**src/sv/kda_pkg.sv**
```systemverilog
package kda_pkg;

  localparam int KEY_COUNT = 5;
  localparam int CMD_DEPTH = 4;
  localparam int EVT_DEPTH = 4;

  localparam int KEY_POS_W = 15;
  localparam int POS_SLOTS = KEY_POS_W / 3;

  localparam int ADDR_W = 5;
  localparam int DATA_W = 32;

  localparam logic [2:0] REG_LONG_PRESS = 3'd0;
  localparam logic [2:0] REG_REPEAT     = 3'd1;
  localparam logic [2:0] REG_STREAK     = 3'd2;
  localparam logic [2:0] REG_STALE      = 3'd3;
  localparam logic [2:0] REG_KEY_POS    = 3'd4;

  localparam logic [15:0]          LONG_PRESS_RST = 16'd500;
  localparam logic [15:0]          REPEAT_RST     = 16'd100;
  localparam logic [7:0]           STREAK_RST     = 8'd3;
  localparam logic [15:0]          STALE_RST      = 16'd30;
  localparam logic [KEY_POS_W-1:0] KEY_POS_RST    = 15'd32099;

  typedef enum logic [1:0] {
    EV_DOWN   = 2'd0,
    EV_UP     = 2'd1,
    EV_REPEAT = 2'd2
  } ev_kind_t;

  typedef enum logic [1:0] {
    BK_IDLE,
    BK_EDGE,
    BK_RPT,
    BK_FLUSH
  } back_state_t;

  typedef struct packed {
    logic [15:0]          long_press_ms;
    logic [15:0]          repeat_ms;
    logic [7:0]           streak_needed;
    logic [15:0]          stale_limit_ms;
    logic [KEY_POS_W-1:0] key_bit_positions;
  } cfg_t;

  typedef struct packed {
    ev_kind_t    kind;
    logic [2:0]  key;
    logic [31:0] time_ms;
    logic        last;
  } evt_t;

endpackage

```
**src/sv/kda_fifo.sv**
```systemverilog
module kda_fifo #(
  parameter int Width = 8,
  parameter int Depth = 4
) (
  input  logic             clk,
  input  logic             rst,
  input  logic             push,
  input  logic [Width-1:0] wdata,
  output logic             full,
  input  logic             pop,
  output logic [Width-1:0] rdata,
  output logic             empty
);

  localparam int PtrW = (Depth > 1) ? $clog2(Depth) : 1;

  logic [Width-1:0] mem [Depth];
  logic [PtrW:0]    wr_ptr;
  logic [PtrW:0]    rd_ptr;
  logic             do_push;
  logic             do_pop;

  assign empty   = (wr_ptr == rd_ptr);
  assign full    = (wr_ptr[PtrW] != rd_ptr[PtrW]) &&
                   (wr_ptr[PtrW-1:0] == rd_ptr[PtrW-1:0]);
  assign do_push = push && !full;
  assign do_pop  = pop && !empty;
  assign rdata   = mem[rd_ptr[PtrW-1:0]];

  always_ff @(posedge clk) begin
    if (rst) begin
      wr_ptr <= '0;
      rd_ptr <= '0;
    end else begin
      if (do_push) begin
        wr_ptr <= wr_ptr + 1'b1;
      end
      if (do_pop) begin
        rd_ptr <= rd_ptr + 1'b1;
      end
    end
  end

  always_ff @(posedge clk) begin
    if (do_push) begin
      mem[wr_ptr[PtrW-1:0]] <= wdata;
    end
  end

endmodule

```
**src/sv/kda_front.sv**
```systemverilog
module kda_front #(
  parameter int KeyCount = kda_pkg::KEY_COUNT
) (
  input  kda_pkg::cfg_t        cfg,
  input  logic                 accept,
  input  logic [31:0]          now_ms,
  input  logic [7:0]           sample_byte,
  input  logic [31:0]          sample_time_ms,
  output logic                 cmd_push,
  output logic [KeyCount-1:0]  cmd_pressed
);

  logic [2:0]  pos [KeyCount];
  logic [7:0]  mask;
  logic [7:0]  raw;
  logic [7:0]  low;
  logic        multi_low;
  logic [31:0] age;
  logic        stale;

  for (genvar g = 0; g < KeyCount; g++) begin : g_key
    if (g < kda_pkg::POS_SLOTS) begin : g_pos
      assign pos[g] = cfg.key_bit_positions[3*g +: 3];
    end else begin : g_zero
      assign pos[g] = 3'd0;
    end
    assign cmd_pressed[g] = ~raw[pos[g]];
  end

  always_comb begin
    mask = 8'd0;
    for (int k = 0; k < KeyCount; k++) begin
      mask = mask | (8'd1 << pos[k]);
    end
    raw       = sample_byte | ~mask;
    low       = ~raw;
    multi_low = (low & (low - 8'd1)) != 8'd0;
    age       = now_ms - sample_time_ms;
    stale     = age > {16'd0, cfg.stale_limit_ms};
    cmd_push  = accept && !stale && !multi_low;
  end

endmodule

```
**src/sv/kda_back.sv**
```systemverilog
module kda_back #(
  parameter int KeyCount = kda_pkg::KEY_COUNT
) (
  input  logic                clk,
  input  logic                rst,
  input  kda_pkg::cfg_t       cfg,
  input  logic                cmd_empty,
  input  logic [31:0]         cmd_now,
  input  logic [KeyCount-1:0] cmd_pressed,
  output logic                cmd_pop,
  input  logic                oq_full,
  output logic                oq_push,
  output kda_pkg::evt_t       oq_word
);

  localparam int KeyW = (KeyCount > 1) ? $clog2(KeyCount) : 1;
  localparam logic [KeyW-1:0] LastKey = KeyW'(KeyCount - 1);

  function automatic logic [7:0] sat_inc(input logic [7:0] v);
    sat_inc = (v == 8'hFF) ? v : v + 8'd1;
  endfunction

  kda_pkg::back_state_t state;
  kda_pkg::back_state_t state_next;
  logic [KeyW-1:0]      key;
  logic [KeyW-1:0]      key_next;

  logic [31:0]          cur_now;
  logic [KeyCount-1:0]  cur_pressed;
  logic [KeyCount-1:0]  deb;
  logic [7:0]           prun [KeyCount];
  logic [7:0]           rrun [KeyCount];
  logic [31:0]          nrt  [KeyCount];
  kda_pkg::evt_t        held;
  logic                 held_valid;

  logic [7:0]           need;
  logic [7:0]           prun_n;
  logic [7:0]           rrun_n;
  logic                 go_down;
  logic                 go_up;
  logic [31:0]          rpt_diff;
  logic                 rpt_due;
  logic                 gen_valid;
  kda_pkg::ev_kind_t    gen_kind;
  kda_pkg::evt_t        gen_word;
  logic                 need_push;
  logic                 go;

  always_comb begin
    need     = (cfg.streak_needed == 8'd0) ? 8'd1 : cfg.streak_needed;
    prun_n   = cur_pressed[key] ? sat_inc(prun[key]) : 8'd0;
    rrun_n   = cur_pressed[key] ? 8'd0 : sat_inc(rrun[key]);
    go_down  = !deb[key] && (prun_n >= need);
    go_up    = deb[key] && (rrun_n >= need);
    rpt_diff = cur_now - nrt[key];
    rpt_due  = deb[key] && !rpt_diff[31];

    gen_valid = 1'b0;
    gen_kind  = kda_pkg::EV_DOWN;
    case (state)
      kda_pkg::BK_EDGE: begin
        gen_valid = go_down || go_up;
        gen_kind  = go_down ? kda_pkg::EV_DOWN : kda_pkg::EV_UP;
      end
      kda_pkg::BK_RPT: begin
        gen_valid = rpt_due;
        gen_kind  = kda_pkg::EV_REPEAT;
      end
      default: begin
        gen_valid = 1'b0;
      end
    endcase

    gen_word.kind    = gen_kind;
    gen_word.key     = 3'(key);
    gen_word.time_ms = cur_now;
    gen_word.last    = 1'b0;

    need_push = held_valid && (gen_valid || (state == kda_pkg::BK_FLUSH));
    go        = !(need_push && oq_full);
    oq_push   = need_push && !oq_full;
    oq_word      = held;
    oq_word.last = (state == kda_pkg::BK_FLUSH);
  end

  always_comb begin
    state_next = state;
    key_next   = key;
    cmd_pop    = 1'b0;
    case (state)
      kda_pkg::BK_IDLE: begin
        if (!cmd_empty) begin
          cmd_pop    = 1'b1;
          key_next   = '0;
          state_next = kda_pkg::BK_EDGE;
        end
      end
      kda_pkg::BK_EDGE: begin
        if (go) begin
          state_next = kda_pkg::BK_RPT;
        end
      end
      kda_pkg::BK_RPT: begin
        if (go) begin
          if (key == LastKey) begin
            state_next = kda_pkg::BK_FLUSH;
          end else begin
            key_next   = key + 1'b1;
            state_next = kda_pkg::BK_EDGE;
          end
        end
      end
      kda_pkg::BK_FLUSH: begin
        if (go) begin
          state_next = kda_pkg::BK_IDLE;
        end
      end
      default: begin
        state_next = kda_pkg::BK_IDLE;
      end
    endcase
  end

  always_ff @(posedge clk) begin
    if (rst) begin
      state <= kda_pkg::BK_IDLE;
    end else begin
      state <= state_next;
    end
  end

  always_ff @(posedge clk) begin
    if (rst) begin
      key        <= '0;
      held_valid <= 1'b0;
      deb        <= '0;
      for (int k = 0; k < KeyCount; k++) begin
        prun[k] <= 8'd0;
        rrun[k] <= 8'd0;
        nrt[k]  <= 32'd0;
      end
    end else begin
      key <= key_next;
      if (go) begin
        if (state == kda_pkg::BK_EDGE) begin
          prun[key] <= prun_n;
          rrun[key] <= rrun_n;
          if (go_down) begin
            deb[key] <= 1'b1;
            nrt[key] <= cur_now + {16'd0, cfg.long_press_ms};
          end else if (go_up) begin
            deb[key] <= 1'b0;
          end
        end
        if ((state == kda_pkg::BK_RPT) && rpt_due) begin
          nrt[key] <= cur_now + {16'd0, cfg.repeat_ms};
        end
        if (gen_valid) begin
          held_valid <= 1'b1;
        end else if (state == kda_pkg::BK_FLUSH) begin
          held_valid <= 1'b0;
        end
      end
    end
  end

  always_ff @(posedge clk) begin
    if (cmd_pop) begin
      cur_now     <= cmd_now;
      cur_pressed <= cmd_pressed;
    end
    if (go && gen_valid) begin
      held <= gen_word;
    end
  end

endmodule

```
**src/sv/key_debounce_autorepeat.sv**
```systemverilog
// Path: a tick passes the command queue, the key sequencer and a hold register, then the event queue.
// Throughput: the front takes one tick per cycle while its 4-word queue has room; the key
// sequencer takes a kept tick only when idle: an edge and a repeat phase per key, then a flush,
// stalled while the event queue is full; dropped ticks (stale or several buttons low) skip it.
// Reset (rst, synchronous): queues empty, keys released, streaks and repeat times zero,
// registers back to 500, 100, 3, 30 and 32099.
module key_debounce_autorepeat #(
  parameter int KeyCount = kda_pkg::KEY_COUNT,
  parameter int CmdDepth = kda_pkg::CMD_DEPTH,
  parameter int EvtDepth = kda_pkg::EVT_DEPTH
) (
  input  logic                       clk,
  input  logic                       rst,
  input  logic                       psel,
  input  logic                       penable,
  input  logic                       pwrite,
  input  logic [kda_pkg::ADDR_W-1:0] paddr,
  input  logic [kda_pkg::DATA_W-1:0] pwdata,
  output logic [kda_pkg::DATA_W-1:0] prdata,
  output logic                       pready,
  input  logic                       push,
  output logic                       full,
  input  logic [31:0]                now_ms,
  input  logic [7:0]                 sample_byte,
  input  logic [31:0]                sample_time_ms,
  output logic                       empty,
  input  logic                       pop,
  output logic [1:0]                 event_kind,
  output logic [2:0]                 key_index,
  output logic [31:0]                event_time_ms,
  output logic                       last_of_run
);

  localparam int CmdW = 32 + KeyCount;
  localparam int EvtW = $bits(kda_pkg::evt_t);

  kda_pkg::cfg_t        cfg;
  logic [2:0]           reg_idx;
  logic                 cfg_wr;
  logic                 in_accept;
  logic                 cmd_push;
  logic [KeyCount-1:0]  front_pressed;
  logic [CmdW-1:0]      cmd_wdata;
  logic [CmdW-1:0]      cmd_rdata;
  logic                 cmd_empty;
  logic                 cmd_pop;
  logic                 oq_push;
  logic                 oq_full;
  kda_pkg::evt_t        oq_word;
  logic [EvtW-1:0]      oq_rdata;
  kda_pkg::evt_t        head;

  assign pready    = 1'b1;
  assign reg_idx   = paddr[kda_pkg::ADDR_W-1:2];
  assign cfg_wr    = psel && penable && pwrite && pready;
  assign in_accept = push && !full;

  always_ff @(posedge clk) begin
    if (rst) begin
      cfg.long_press_ms     <= kda_pkg::LONG_PRESS_RST;
      cfg.repeat_ms         <= kda_pkg::REPEAT_RST;
      cfg.streak_needed     <= kda_pkg::STREAK_RST;
      cfg.stale_limit_ms    <= kda_pkg::STALE_RST;
      cfg.key_bit_positions <= kda_pkg::KEY_POS_RST;
    end else if (cfg_wr) begin
      case (reg_idx)
        kda_pkg::REG_LONG_PRESS: cfg.long_press_ms  <= pwdata[15:0];
        kda_pkg::REG_REPEAT:     cfg.repeat_ms      <= pwdata[15:0];
        kda_pkg::REG_STREAK:     cfg.streak_needed  <= pwdata[7:0];
        kda_pkg::REG_STALE:      cfg.stale_limit_ms <= pwdata[15:0];
        kda_pkg::REG_KEY_POS: begin
          cfg.key_bit_positions <= pwdata[kda_pkg::KEY_POS_W-1:0];
        end
        default: begin
        end
      endcase
    end
  end

  always_comb begin
    case (reg_idx)
      kda_pkg::REG_LONG_PRESS: prdata = {16'd0, cfg.long_press_ms};
      kda_pkg::REG_REPEAT:     prdata = {16'd0, cfg.repeat_ms};
      kda_pkg::REG_STREAK:     prdata = {24'd0, cfg.streak_needed};
      kda_pkg::REG_STALE:      prdata = {16'd0, cfg.stale_limit_ms};
      kda_pkg::REG_KEY_POS: begin
        prdata = {{(kda_pkg::DATA_W - kda_pkg::KEY_POS_W){1'b0}}, cfg.key_bit_positions};
      end
      default:                 prdata = '0;
    endcase
  end

  kda_front #(
    .KeyCount(KeyCount)
  ) u_front (
    .cfg            (cfg),
    .accept         (in_accept),
    .now_ms         (now_ms),
    .sample_byte    (sample_byte),
    .sample_time_ms (sample_time_ms),
    .cmd_push       (cmd_push),
    .cmd_pressed    (front_pressed)
  );

  assign cmd_wdata = {now_ms, front_pressed};

  kda_fifo #(
    .Width(CmdW),
    .Depth(CmdDepth)
  ) u_cmd_q (
    .clk   (clk),
    .rst   (rst),
    .push  (cmd_push),
    .wdata (cmd_wdata),
    .full  (full),
    .pop   (cmd_pop),
    .rdata (cmd_rdata),
    .empty (cmd_empty)
  );

  kda_back #(
    .KeyCount(KeyCount)
  ) u_back (
    .clk         (clk),
    .rst         (rst),
    .cfg         (cfg),
    .cmd_empty   (cmd_empty),
    .cmd_now     (cmd_rdata[KeyCount +: 32]),
    .cmd_pressed (cmd_rdata[KeyCount-1:0]),
    .cmd_pop     (cmd_pop),
    .oq_full     (oq_full),
    .oq_push     (oq_push),
    .oq_word     (oq_word)
  );

  kda_fifo #(
    .Width(EvtW),
    .Depth(EvtDepth)
  ) u_evt_q (
    .clk   (clk),
    .rst   (rst),
    .push  (oq_push),
    .wdata (oq_word),
    .full  (oq_full),
    .pop   (pop),
    .rdata (oq_rdata),
    .empty (empty)
  );

  assign head          = kda_pkg::evt_t'(oq_rdata);
  assign event_kind    = head.kind;
  assign key_index     = head.key;
  assign event_time_ms = head.time_ms;
  assign last_of_run   = head.last;

endmodule

```
**config.mk**
```make
export PLATFORM = sky130hd
export DESIGN_NAME = key_debounce_autorepeat
export DESIGN_NICKNAME = d
export VERILOG_FILES = /design/src/sv/kda_pkg.sv /design/src/sv/kda_fifo.sv /design/src/sv/kda_front.sv /design/src/sv/kda_back.sv /design/src/sv/key_debounce_autorepeat.sv
export SDC_FILE = /design/constraint.sdc
export NUM_CORES = 1
export LEC_CHECK = 0
export BUFFER_PORTS_ARGS = -buffer_cell sky130_fd_sc_hd__buf_2
export CORE_MARGIN = 8
export CORE_UTILIZATION = 50
export DETAILED_ROUTE_END_ITERATION = 12
export HOLD_SLACK_MARGIN = 0.03
export MAX_ROUTING_LAYER = met4
export PLACE_DENSITY_LB_ADDON = 0.12
export SYNTH_ARGS = -nofsm -noshare
export SYNTH_HDL_FRONTEND = slang
export SYNTH_HIERARCHICAL = 1
export SYNTH_SLANG_ARGS = --single-unit
```
**constraint.sdc**
```tcl
create_clock -name clk -period 11.6 [get_ports clk]
set_clock_uncertainty 0.15 [all_clocks]
set_input_delay 1.74 -clock clk [delete_from_list [all_inputs] [get_ports clk]]
set_output_delay 1.74 -clock clk [all_outputs]
set_load 0.005 [all_outputs]
```
Yosys cells after proc, flatten, opt, wreduce, memory -nomap -nowiden
Memory sizes are Yosys's and may differ from the RTL's. A register that Yosys moved wholly into a read port is not among the register bits.
Cells that the tools add are included.

word-level totals
  memories = 5
  input bits = 116
  word-level logic and storage cells = 215
  output and inout bits = 73
  bits in writable memories = 540
  flip-flop bits (word level) = 131

cells by class
  muxes and demuxes = 78
  reductions and logical operators = 50
  eq/ne operators = 21
  order comparisons = 10
  shift-type cells = 5
  bitwise operators = 18
  $add $sub $neg = 12

memory list
  name         depth  width  rd ports  clocked after memory_dff  write ports  line            RTL
  u_back.nrt   5      32     1         1                         5            kda_back.sv:33  logic [31:0] nrt [KeyCount];
  u_evt_q.mem  4      38     1         1                         1            kda_fifo.sv:17  logic [Width-1:0] mem [Depth];
  u_cmd_q.mem  4      37     1         1                         1            kda_fifo.sv:17
  u_back.prun  5      8      1         1                         5            kda_back.sv:31  logic [7:0] prun [KeyCount];
  u_back.rrun  5      8      1         1                         5            kda_back.sv:32  logic [7:0] rrun [KeyCount];

operators with widths
  cell                 number
  $pmux 16 s5          1
  $add 32x16->32       2
  $mux 32              2
  $sub 32x32->32       2
  $mux 8               7
  $or 8x8->8           5
  $shl 1x3->8 const A  5
  $mux 3               12
  $mux 1               35
  $gt 32x16->1         1
  $reduce_or 32->1     1
  $lt 3x4->1 const B   6
  $bmux 1 s3           7
  $logic_and 1x1->1    20
  $add 8x1->8 const B  2
  $eq 8x8->1 const B   2
  $ge 8x8->1           2
  $not 8->8            2
  $reduce_or 8->1      2
  $add 3x1->3 const B  5
  $mux 2               7
  $reduce_and 2->1     6
  $mux 5               2
  $ne 2x2->1 const B   5
  other kinds (30)     53

Depth between registers and ports, before layout
Gate-level depths: netlist of the first run.

  word-level depth = 16
  gate-level depth with buffers = 26
  gate-level depth less buffers = 23

By module
The synthesis of the first run kept the hierarchy.

by module, submodules not included
  module                   seq. area each (um2)  cells each  area each (um2)  times used
  kda_back                 14,033.5              1,462       21,705.8         1
  kda_fifo (u_evt_q)       4,724.5               266         6,047.0          1
  kda_fifo (u_cmd_q)       4,604.4               261         5,905.7          1
  key_debounce_autorepeat  1,421.4               373         3,609.7          1
  kda_front                0.0                   462         3,264.4          1

Least setup slack after synthesis of the first run
No wires, ideal clock.

  path type = in2reg
  from = in now_ms[0]
  to = mem u_cmd_q/mem[3][0] (netlist name) (enable)
  path buffers = 0
  arrival = 7.365 ns
  setup slack = 3.631 ns
  stages on the path = 21
  data required time = 10.996 ns
  library setup time = 0.454 ns
  cell sequence = inv_1 -> ha_1 -> fa_1 -> nor2b_1 -> o2111ai_1 -> a21oi_1 -> nor2_1 -> o21ai_0 -> xor2_1 -> ha_1 -> and4_1 -> and2_1 -> a22oi_1 -> o211ai_1 -> o21a_1 -> a2111oi_0 -> o2111a_1 -> nand4_1 -> nor4b_2 -> nand2_1 -> a31oi_1

on the way
  cells in the longest elaborated chain, start to end = 8

RTL lines
  element                         line                           RTL
  start: declaration              key_debounce_autorepeat.sv:23  input logic [31:0] now_ms,
  $sub 32x32->32                  kda_front.sv:38                age = now_ms - sample_time_ms;
  $gt 32x16->1                    kda_front.sv:39                stale = age > {16'd0, cfg.stale_limit_ms};
  $logic_not 1->1                 kda_front.sv:40                cmd_push = accept && !stale && !multi_low;
  $logic_and 1x1->1 (2 in a row)  kda_front.sv:40
  via cmd_push                    key_debounce_autorepeat.sv:41  logic cmd_push;
  $logic_and 1x1->1               kda_fifo.sv:26                 assign do_push = push && !full;
  $mux 1                          kda_fifo.sv:45                 if (do_push) begin
  $mux 1 (not written as such)    kda_fifo.sv:46                 mem[wr_ptr[PtrW-1:0]] <= wdata;
  end: declaration                kda_fifo.sv:17

The timed path passes the listed nets, and every way through them passes these cells.

==> run metrics, run 1 <==
CTS tree=yes; Setup TNS=0 ns; asr flop ratio synth=0%; Net Switching=1617 uW; Sw Ratio=23.31%; Pleak=0.01620 uW; Final period util=74.78%; critical path's slowest cell=nor4_1; cts repair resizes=0; most common cell in the netlist=edfxtp_1; area share of the largest cell type after synthesis=56.16%; H-tree Lvls=3; worst hold path class=flop to flop; critical path arrival=8.87 ns; largest net degree at the start of global routing=111; CP Buf/Inv Count=3; clock-pin slew on the worst setup and hold paths=0.06 ns; DRC Markers=0; Post-synth top cells=edfxtp_1, nor2_1, mux4_2, inv_1; status=finished clean; DR pass1 iterations=5; Max-Slew Margin vs Limit=19.05%; PD cells=154.4 nW/um2; CP startpoint kind=flop; Max FO, Critical Path=74; Final Setup Violations=0; Comb power frac=10.0%; die area=90430 um2; Cell Int Power=5320 uW; Placer Congestion=0.8923; fmax=0.1153 GHz; first-pass GRT wire length=148000 um; CTS Buffer Depth=3; Post-synth EDFFs=758; Multi-input gate area=14390 um2; CP delay by family, top=compound AO/OA/AOI/OAI gates; grt total ovfl=0; sequential area share after synthesis=61.15%; vias in the first global route=24860; vias per cell=5.899; CP Capture Type=flop; layout cells sized above 1=19.66%; Worst EP required=11.79 ns; Register Area=24790 um2; critical path class=flop to flop; ranking of synthesized cells by area=edfxtp_1, mux4_2, dfxtp_1; Post-Syn Area per Cell=14.35 um2; CP Cell Sequence=buf_12, mux4_2, mux2i_1, ha_1, nand4_1, nor4_1, o211ai_1, o211ai_1, o211ai_1, a21oi_2, buf_4, mux2_2, ha_1, fa_1, a211oi_1, o21ai_0, and4_1, a211o_1, o21ai_1, nor2_1, xnor2_1, inv_1; Syn Inst Count=2824; RSZ-0062 raised after global routing=no; hpwl dp=64180 um; delay of the slowest critical-path stage=0.81 ns; Die X=300.7 um; clock sink total=859; Core ar.=80420 um2; Root Driver=clkbuf_16; post-place setup slack=2.766 ns; Netlist cell types=99; synthesis-stage register bit count=859; CTS Hold Buffers Added=0; worst vdd ir=0.1040 mV; Synth-to-Final Area Change=10.83%; DR iter-0 viols=1873; final hold violation count=0; # Post-CTS Setup Buffers=0; clock latency at the later pin of the worst-skew pair=0.63 ns; Routed WL per cell=23.71 um; DRT antenna net count=0; # Max-Cap Violations=0; Core Rows=104; setup ws final=2.925 ns; Yosys warning count=6; PortBufs=153; top_reg_cell synth=edfxtp_1; most used cell, CP=o211ai_1; Inserted Clock Buffers=88; die height=300.7 um; Least-Margin Pin Slew=1.212 ns; Initial Utilization=50.40%; routed via count=24120; Slew Limit Fails=0; overall routing resource usage=21.70%; Clock power frac=40.0%; number of fill cells=6560; initial antenna violation count=2; nets@finish=3200; Top Ports=189; min cycle time layout=8.675 ns; Post-Syn Area=40530 um2; final WL=96910 um; Reg power frac=50.0%; area leader, netlist=edfxtp_1
==> stage by stage <==
stage	area, um2	power (uW)	cells	util (%)	hold WS [ns]
2_1_floorplan	40590	4011	2839	-	0.2786
3_3_place_gp	42070	4210	3925	52.31	0.3014
3_5_place_dp	42070	4232	3925	52.31	0.3200
4_1_cts	44920	7000	4087	55.86	0.3291
5_1_grt	44920	7193	4088	55.86	0.3605
6_report	44920	6936	4088	55.86	0.3301
==> worst min-delay path: stages, from the launching register on <==
cell     delay, ns
dfxtp_1       0.31
o41ai_1       0.06
a21oi_1       0.06
==> path summary, 6_finish.rpt <==
| kind | from | slack [ns] | endpoint | depth (start not counted) |
|---|---|---|---|---|
| max | flop | 2.93 | u_back/nrt[7][18] | 22 |
| min | flop | 0.33 | flop | 2 |
| max reg2reg | flop | 2.93 | u_back/nrt[7][18] | 22 |
| min reg2reg | flop | 0.33 | flop | 2 |
==> per-layer routing <==
metal  global-route usage (%)  wire length [um]  vias up  part of all wire, %
met5                        -                 0        -                    0
met4                    5.463              1962        0                  2.0
met3                    2.745              5219      114                  5.4
met2                    34.55             46430      715                   48
met1                    29.75             43300    12310                   45
li1                         -                 -    10980                    -
==> layout by cell type (no fill, tap or decap), types with 16 or more instances in the layout <==
cell	netlist	routed
o21ai_0	62	62
nor3_1	30	26
a31oi_1	19	17
o21a_1	17	17
inv_1	145	144
mux2_2	30	30
xor2_1	37	37
nand3b_1	16	16
clkbuf_1	46	20
mux4_2	179	179
a21oi_1	82	81
conb_1	2	17
nor3b_1	17	17
clkinv_2	0	20
clkbuf_16	0	91
a22oi_1	17	17
nand2_1	115	115
nand3_1	46	46
a21o_1	17	17
and3_1	17	17
mux2i_1	127	127
nand2b_1	78	78
buf_2	43	152
nand4_1	28	28
nor2_1	338	336
buf_4	35	31
o211ai_1	28	28
ha_1	127	127
dfxtp_1	101	97
xnor2_1	36	36
edfxtp_1	758	758
==> cell type report <==
cell class                      instances  area share, %
Sequential cell                       859          55.19
Multi-Input combinational cell       1676          32.03
Clock buffer                          115          5.320
Tap cell                             1060          2.952
Timing Repair Buffer                  184          2.256
Inverter                              146          1.220
Clock inverter                         47          1.028
Antenna cell                            1       0.005571
==> logic make-up after synthesis <==
group	Yosys count	synth area share, %
XOR/XNOR	73	1.577
AND/OR/NAND/NOR	754	9.020
flip-flops	859	61.15
AO/OA/AOI/OAI	365	6.501
adder cells (fa/ha/maj)	130	4.044
other	2	0.01853
multiplexers	337	13.98
buffers and inverters	304	3.714
==> power by group through the flow <==
stage	combinational (uW)	clock [uW]	sequential, uW
final	694	2770	3470
after global routing	763	2950	3480
after CTS	698	2830	3470
after floorplan	503	0	3510
after global placement	678	0	3530
after detailed placement	696	0	3540
==> state kept, by name (all words and copies together) (netlist names), 32 cells and up, named ones only <==
signal / flops
u_back/prun: 64
u_cmd_q/mem: 148
u_back/nrt: 256
u_evt_q/mem: 152
u_back/rrun: 64
u_back/oq_word: 37
cfg: 71
u_back/cur_now: 32
No activity file was read; power rests on OpenSTA's default activity.
==> run 2, diff against run 1 <==
- ABC_AREA: default -> 1
- clock period: 11.6 -> 8.8 ns (I/O delays scaled with it)
==> run metrics, run 2 <==
area share of the largest cell type after synthesis=55.32%; nets@finish=4629; hold path depth=2; Top Ports=189; CP Capture Type=flop; worst hold path class=flop to flop; largest net degree at the start of global routing=123; status=finished clean; DRC Markers=0; Netlist cell types=60; layout cells sized above 1=10.64%; CP delay by family, top=simple AND/OR/NAND/NOR gates; Die X=302.9 um; Post-Syn Area per Cell=9.727 um2; CTS Hold Buffers Added=0; number of fill cells=7247; critical path class=flop to flop; top_reg_cell synth=edfxtp_1; RSZ-0062 raised after global routing=no; sequential area share after synthesis=60.24%; clock latency at the later pin of the worst-skew pair=0.65 ns; Net Switching=3267 uW; H-tree Lvls=3; Least-Margin Pin Slew=1.134 ns; Worst EP required=9.02 ns; critical path arrival=8.25 ns; vias in the first global route=28260; Yosys warning count=6; first-pass GRT wire length=161800 um; CTS tree=yes; routed via count=29920; Clock power frac=33.8%; Max-Slew Margin vs Limit=24.42%; Core Util, Final=56.21%; min cycle time layout=8.028 ns; Slew Limit Fails=0; cts repair resizes=0; final WL=105900 um; die area=91720 um2; non-filler instance count after layout=5525; asr flop ratio synth=0%; vias per cell=5.416; DRT antenna net count=0; worst vdd ir=0.1444 mV; Cell Int Power=7617 uW; # Max-Cap Violations=0; Post-Syn Area=41140 um2; Synth-to-Final Area Change=11.82%; # diodes=0; Core Rows=105; DR pass1 iterations=6; Max FO, Critical Path=36; max reg flops=256; Final Setup Violations=0; most common cell after layout, fill and taps aside=nor2_1; hpwl dp=70180 um; ranking of synthesized cells by area=edfxtp_1, nor2_1, nand2_1; Post-synth EDFFs=758; die height=302.9 um; Syn Inst Count=4230; CTS Buffer Depth=3; Inserted Clock Buffers=88; grt total ovfl=0; Placer Congestion=0.9175; Core ar.=81850 um2; Register Area=24800 um2; area leader, netlist=edfxtp_1; Reg2Reg Depth=47; Pleak=0.01845 uW; Post-synth top cells=nor2_1, edfxtp_1, nand2_1, inv_1, o21ai_0; # Post-CTS Setup Buffers=0; Multi-input gate area=14040 um2; Sw Ratio=30.02%; stages on the worst setup path=47; Top reg by flops=u_back/nrt; overall routing resource usage=23.39%; placed insts=5364; Routed WL per cell=19.16 um; CP Buf/Inv Count=8; critical path's slowest cell=nor3_1; PortBufs=153; clock sink total=859; Final period util=91.23%; delay of the slowest critical-path stage=0.64 ns; setup ws final=0.7716 ns; CP startpoint kind=flop; DR iter-0 viols=2287; Comb power frac=21.9%; PD cells=236.6 nW/um2; post-place setup slack=0.6325 ns; most frequent cells in the layout=nor2_1, edfxtp_1, nand2_1; fmax=0.1246 GHz; final hold violation count=0; most common cell in the netlist=nor2_1; clock-pin slew on the worst setup and hold paths=0.06 ns; synthesis-stage register bit count=859; Root Driver=clkbuf_16; most used cell, CP=nand2_1; Initial Utilization=50.27%; Reg power frac=44.3%; initial antenna violation count=0; Setup TNS=0 ns
[run 2: cell types whose count changed in the layout (fill, tap and decap cells not counted), sizes merged, moves of 25 or more]
cell    change
inv       +252
mux4      -180
xnor2      -25
mux2i     -127
o22ai     +132
mux2       -30
nand3     +127
o221ai     +30
o21ai     +343
o211ai     -25
nand2b     -78
nand2     +621
nor2      +538
buf        +59
[run 2: metal layers]
metal | track usage [%] | routed length, um | vias up
li1 | - | - | 14680
met1 | 31.48 | 46880 | 14260
met2 | 38.05 | 50690 | 847
met3 | 2.746 | 6319 | 130
met4 | 5.667 | 1970 | 0
met5 | - | 0 | -
[run 2: area by class of cell]
type                    instances  area share [%]
clock buffers                 104           5.031
repair buffers                243           3.168
flip-flops and latches        859           53.89
well taps                    1070           2.910
inverters                     401           3.280
multi-input cells            2791           30.52
clock inverters                57           1.197
[run 2: kinds of logic (layout without fill, tap and decap cells)]
logic type | Yosys count | after routing | synth area share [%]
flops | 859 | 859 | 60.24
compound gates | 734 | 734 | 10.10
other cells | 2 | 17 | 0.01825
simple gates | 1860 | 1860 | 18.34
buf+inv | 595 | 805 | 6.261
xor+xnor | 51 | 51 | 1.086
fa+ha+maj | 129 | 129 | 3.959
[run 2: power by group through the flow]
stage / Sequential, uW / Clock, uW / Combinational, uW
3_5_place_dp: 4910 / 0 / 2370
3_3_place_gp: 4910 / 0 / 2340
6_report: 4830 / 3680 / 2380
4_1_cts: 4830 / 3750 / 2380
5_1_grt: 4850 / 3910 / 2670
2_1_floorplan: 4850 / 0 / 1600
[run 2: metrics by stage]
step	hold WS [ns]	total power, uW	area (um2)
3_5_place_dp	0.3065	7281	43130
2_1_floorplan	0.2718	6447	41200
4_1_cts	0.3175	10960	45990
3_3_place_gp	0.2993	7245	43130
5_1_grt	0.3531	11430	46010
6_report	0.3195	10880	46010
[run 2: tightest hold or removal path: stages, from the launching register on]
cell     delay, ns
dfxtp_1       0.30
inv_1         0.07
a21oi_1       0.06
[run 2: path summary, 6_finish.rpt]
kind | end | slack (ns)
max reg2reg | u_back/nrt[4][27] | 0.77
min reg2reg | flop | 0.32
max | u_back/nrt[4][27] | 0.77
min | flop | 0.32
==> run 3, diff against run 2 <==
- BUFFER_PORTS_ARGS: -buffer_cell sky130_fd_sc_hd__buf_2 -> default
- DONT_BUFFER_PORTS: default -> 1
==> run metrics, run 3 (synthesized netlist as in run 2, its figures left out) <==
worst vdd ir=0.1521 mV; Area after DPL=42360 um2; Routed WL per cell=19.86 um; DRC Markers=0; CTS Buffer Depth=3; clock latency at the later pin of the worst-skew pair=0.64 ns; delay of the slowest critical-path stage=0.45 ns; first-pass GRT wire length=161800 um; # Max-Cap Violations=0; fmax=0.1256 GHz; Max-Slew Margin vs Limit=24.21%; Root Driver=clkbuf_16; PD cells=236.1 nW/um2; nets@finish=4473; grt total ovfl=0; most used cell, CP=nand2_1; CP startpoint kind=flop; min cycle time layout=7.962 ns; largest net degree at the start of global routing=119; post-place setup slack=0.6181 ns; PortBufs=0; CTS tree=yes; max reg flops=256; Core ar.=81850 um2; total power after layout=10650 uW; clock sink total=859; hpwl dp=69670 um; CP Capture Type=flop; Slew Limit Fails=0; Final Setup Violations=0; H-tree Lvls=3; Worst EP required=9.02 ns; status=finished clean; Placer Congestion=0.9137; most common cell after layout, fill and taps aside=nor2_1; die area=91720 um2; Register Area=24800 um2; Synth-to-Final Area Change=9.625%; clock-pin slew on the worst setup and hold paths=0.06 ns; final hold violation count=0; critical path's slowest cell=dfxtp_4; Max FO, Critical Path=23; # diodes=0; overall routing resource usage=23.48%; Core Util, Final=55.11%; DR pass1 iterations=7; critical path class=flop to flop; Pleak=0.01776 uW; vias per cell=5.469; layout cells sized above 1=7.193%; Core Rows=105; Initial Utilization=50.27%; Inserted Clock Buffers=87; setup ws final=0.8377 ns; worst hold path class=flop to flop; DR iter-0 viols=2310; die height=302.9 um; initial antenna violation count=0; Final period util=90.48%; final WL=106600 um; RSZ-0062 raised after global routing=no; DRT antenna net count=0; vias in the first global route=27830; Setup TNS=0 ns; critical path arrival=8.18 ns; most frequent cells in the layout=nor2_1, edfxtp_1, nand2_1; Top Ports=189; fin area=45100 um2; Die X=302.9 um; Multi-input gate area=14030 um2; routed via count=29350; Top reg by flops=u_back/nrt; Least-Margin Pin Slew=1.136 ns; number of fill cells=7294
-- run 3: final cells by class --
| class | count | area share, % |
|---|---|---|
| clock inverter | 43 | 0.8544 |
| timing repair buffer | 88 | 1.565 |
| sequential | 859 | 54.97 |
| clock buffer | 114 | 5.187 |
| multi-input combinational | 2791 | 31.11 |
| inverter | 401 | 3.345 |
| tap | 1070 | 2.968 |
-- run 3: stage by stage --
step | instances | hold slack (ns)
after floorplan | 4245 | 0.2718
after CTS | 5365 | 0.3088
after global routing | 5366 | 0.3458
final | 5366 | 0.3112
after global placement | 5208 | 0.2947
after detailed placement | 5208 | 0.2980
-- run 3: where the power goes --
| part | leakage [uW] | switching [uW] | total, uW | internal (uW) |
|---|---|---|---|---|
| Clock | 0.00134 | 1520 | 3550 | 2030 |
| Combinational | 0.00845 | 1580 | 2270 | 698 |
| Sequential | 0.00797 | 122 | 4830 | 4710 |
| Total | 0.0178 | 3220 | 10700 | 7430 |
-- run 3: path summary, 6_finish.rpt --
kind / from / end / slack, ns / depth (start not counted)
setup / recovery: flop / u_back/nrt[5][24] / 0.84 / 51
hold / removal: flop / flop / 0.31 / 2
setup reg to reg: flop / u_back/nrt[5][24] / 0.84 / 51
hold reg to reg: flop / flop / 0.31 / 2
-- run 3: critical path, delay by kind of cell, from the launching register on --
family | cells | cell delay [ns]
AND/OR/NAND/NOR | 24 | 2.35
buffers and inverters | 13 | 1.89
AO/OA/AOI/OAI | 10 | 1.61
adder cells (fa/ha/maj) | 3 | 0.82
flip-flops | 1 | 0.45
XOR/XNOR | 1 | 0.37
-- run 3: layer usage --
layer / track usage, % / vias up / share of wire, %
met4: 6.499 / 0 / 2.4
met2: 38.43 / 862 / 48
li1: - / 14370 / -
met1: 31.07 / 13980 / 44
met5: - / - / 0
met3: 2.760 / 136 / 6.0
-- run 3: what timing repair did --
item | CTS | global route
resized for setup | 0 | 4
hold buffers | 0 | 0
setup endpoints to repair | 0 | 51
buffers inserted | 0 | 1
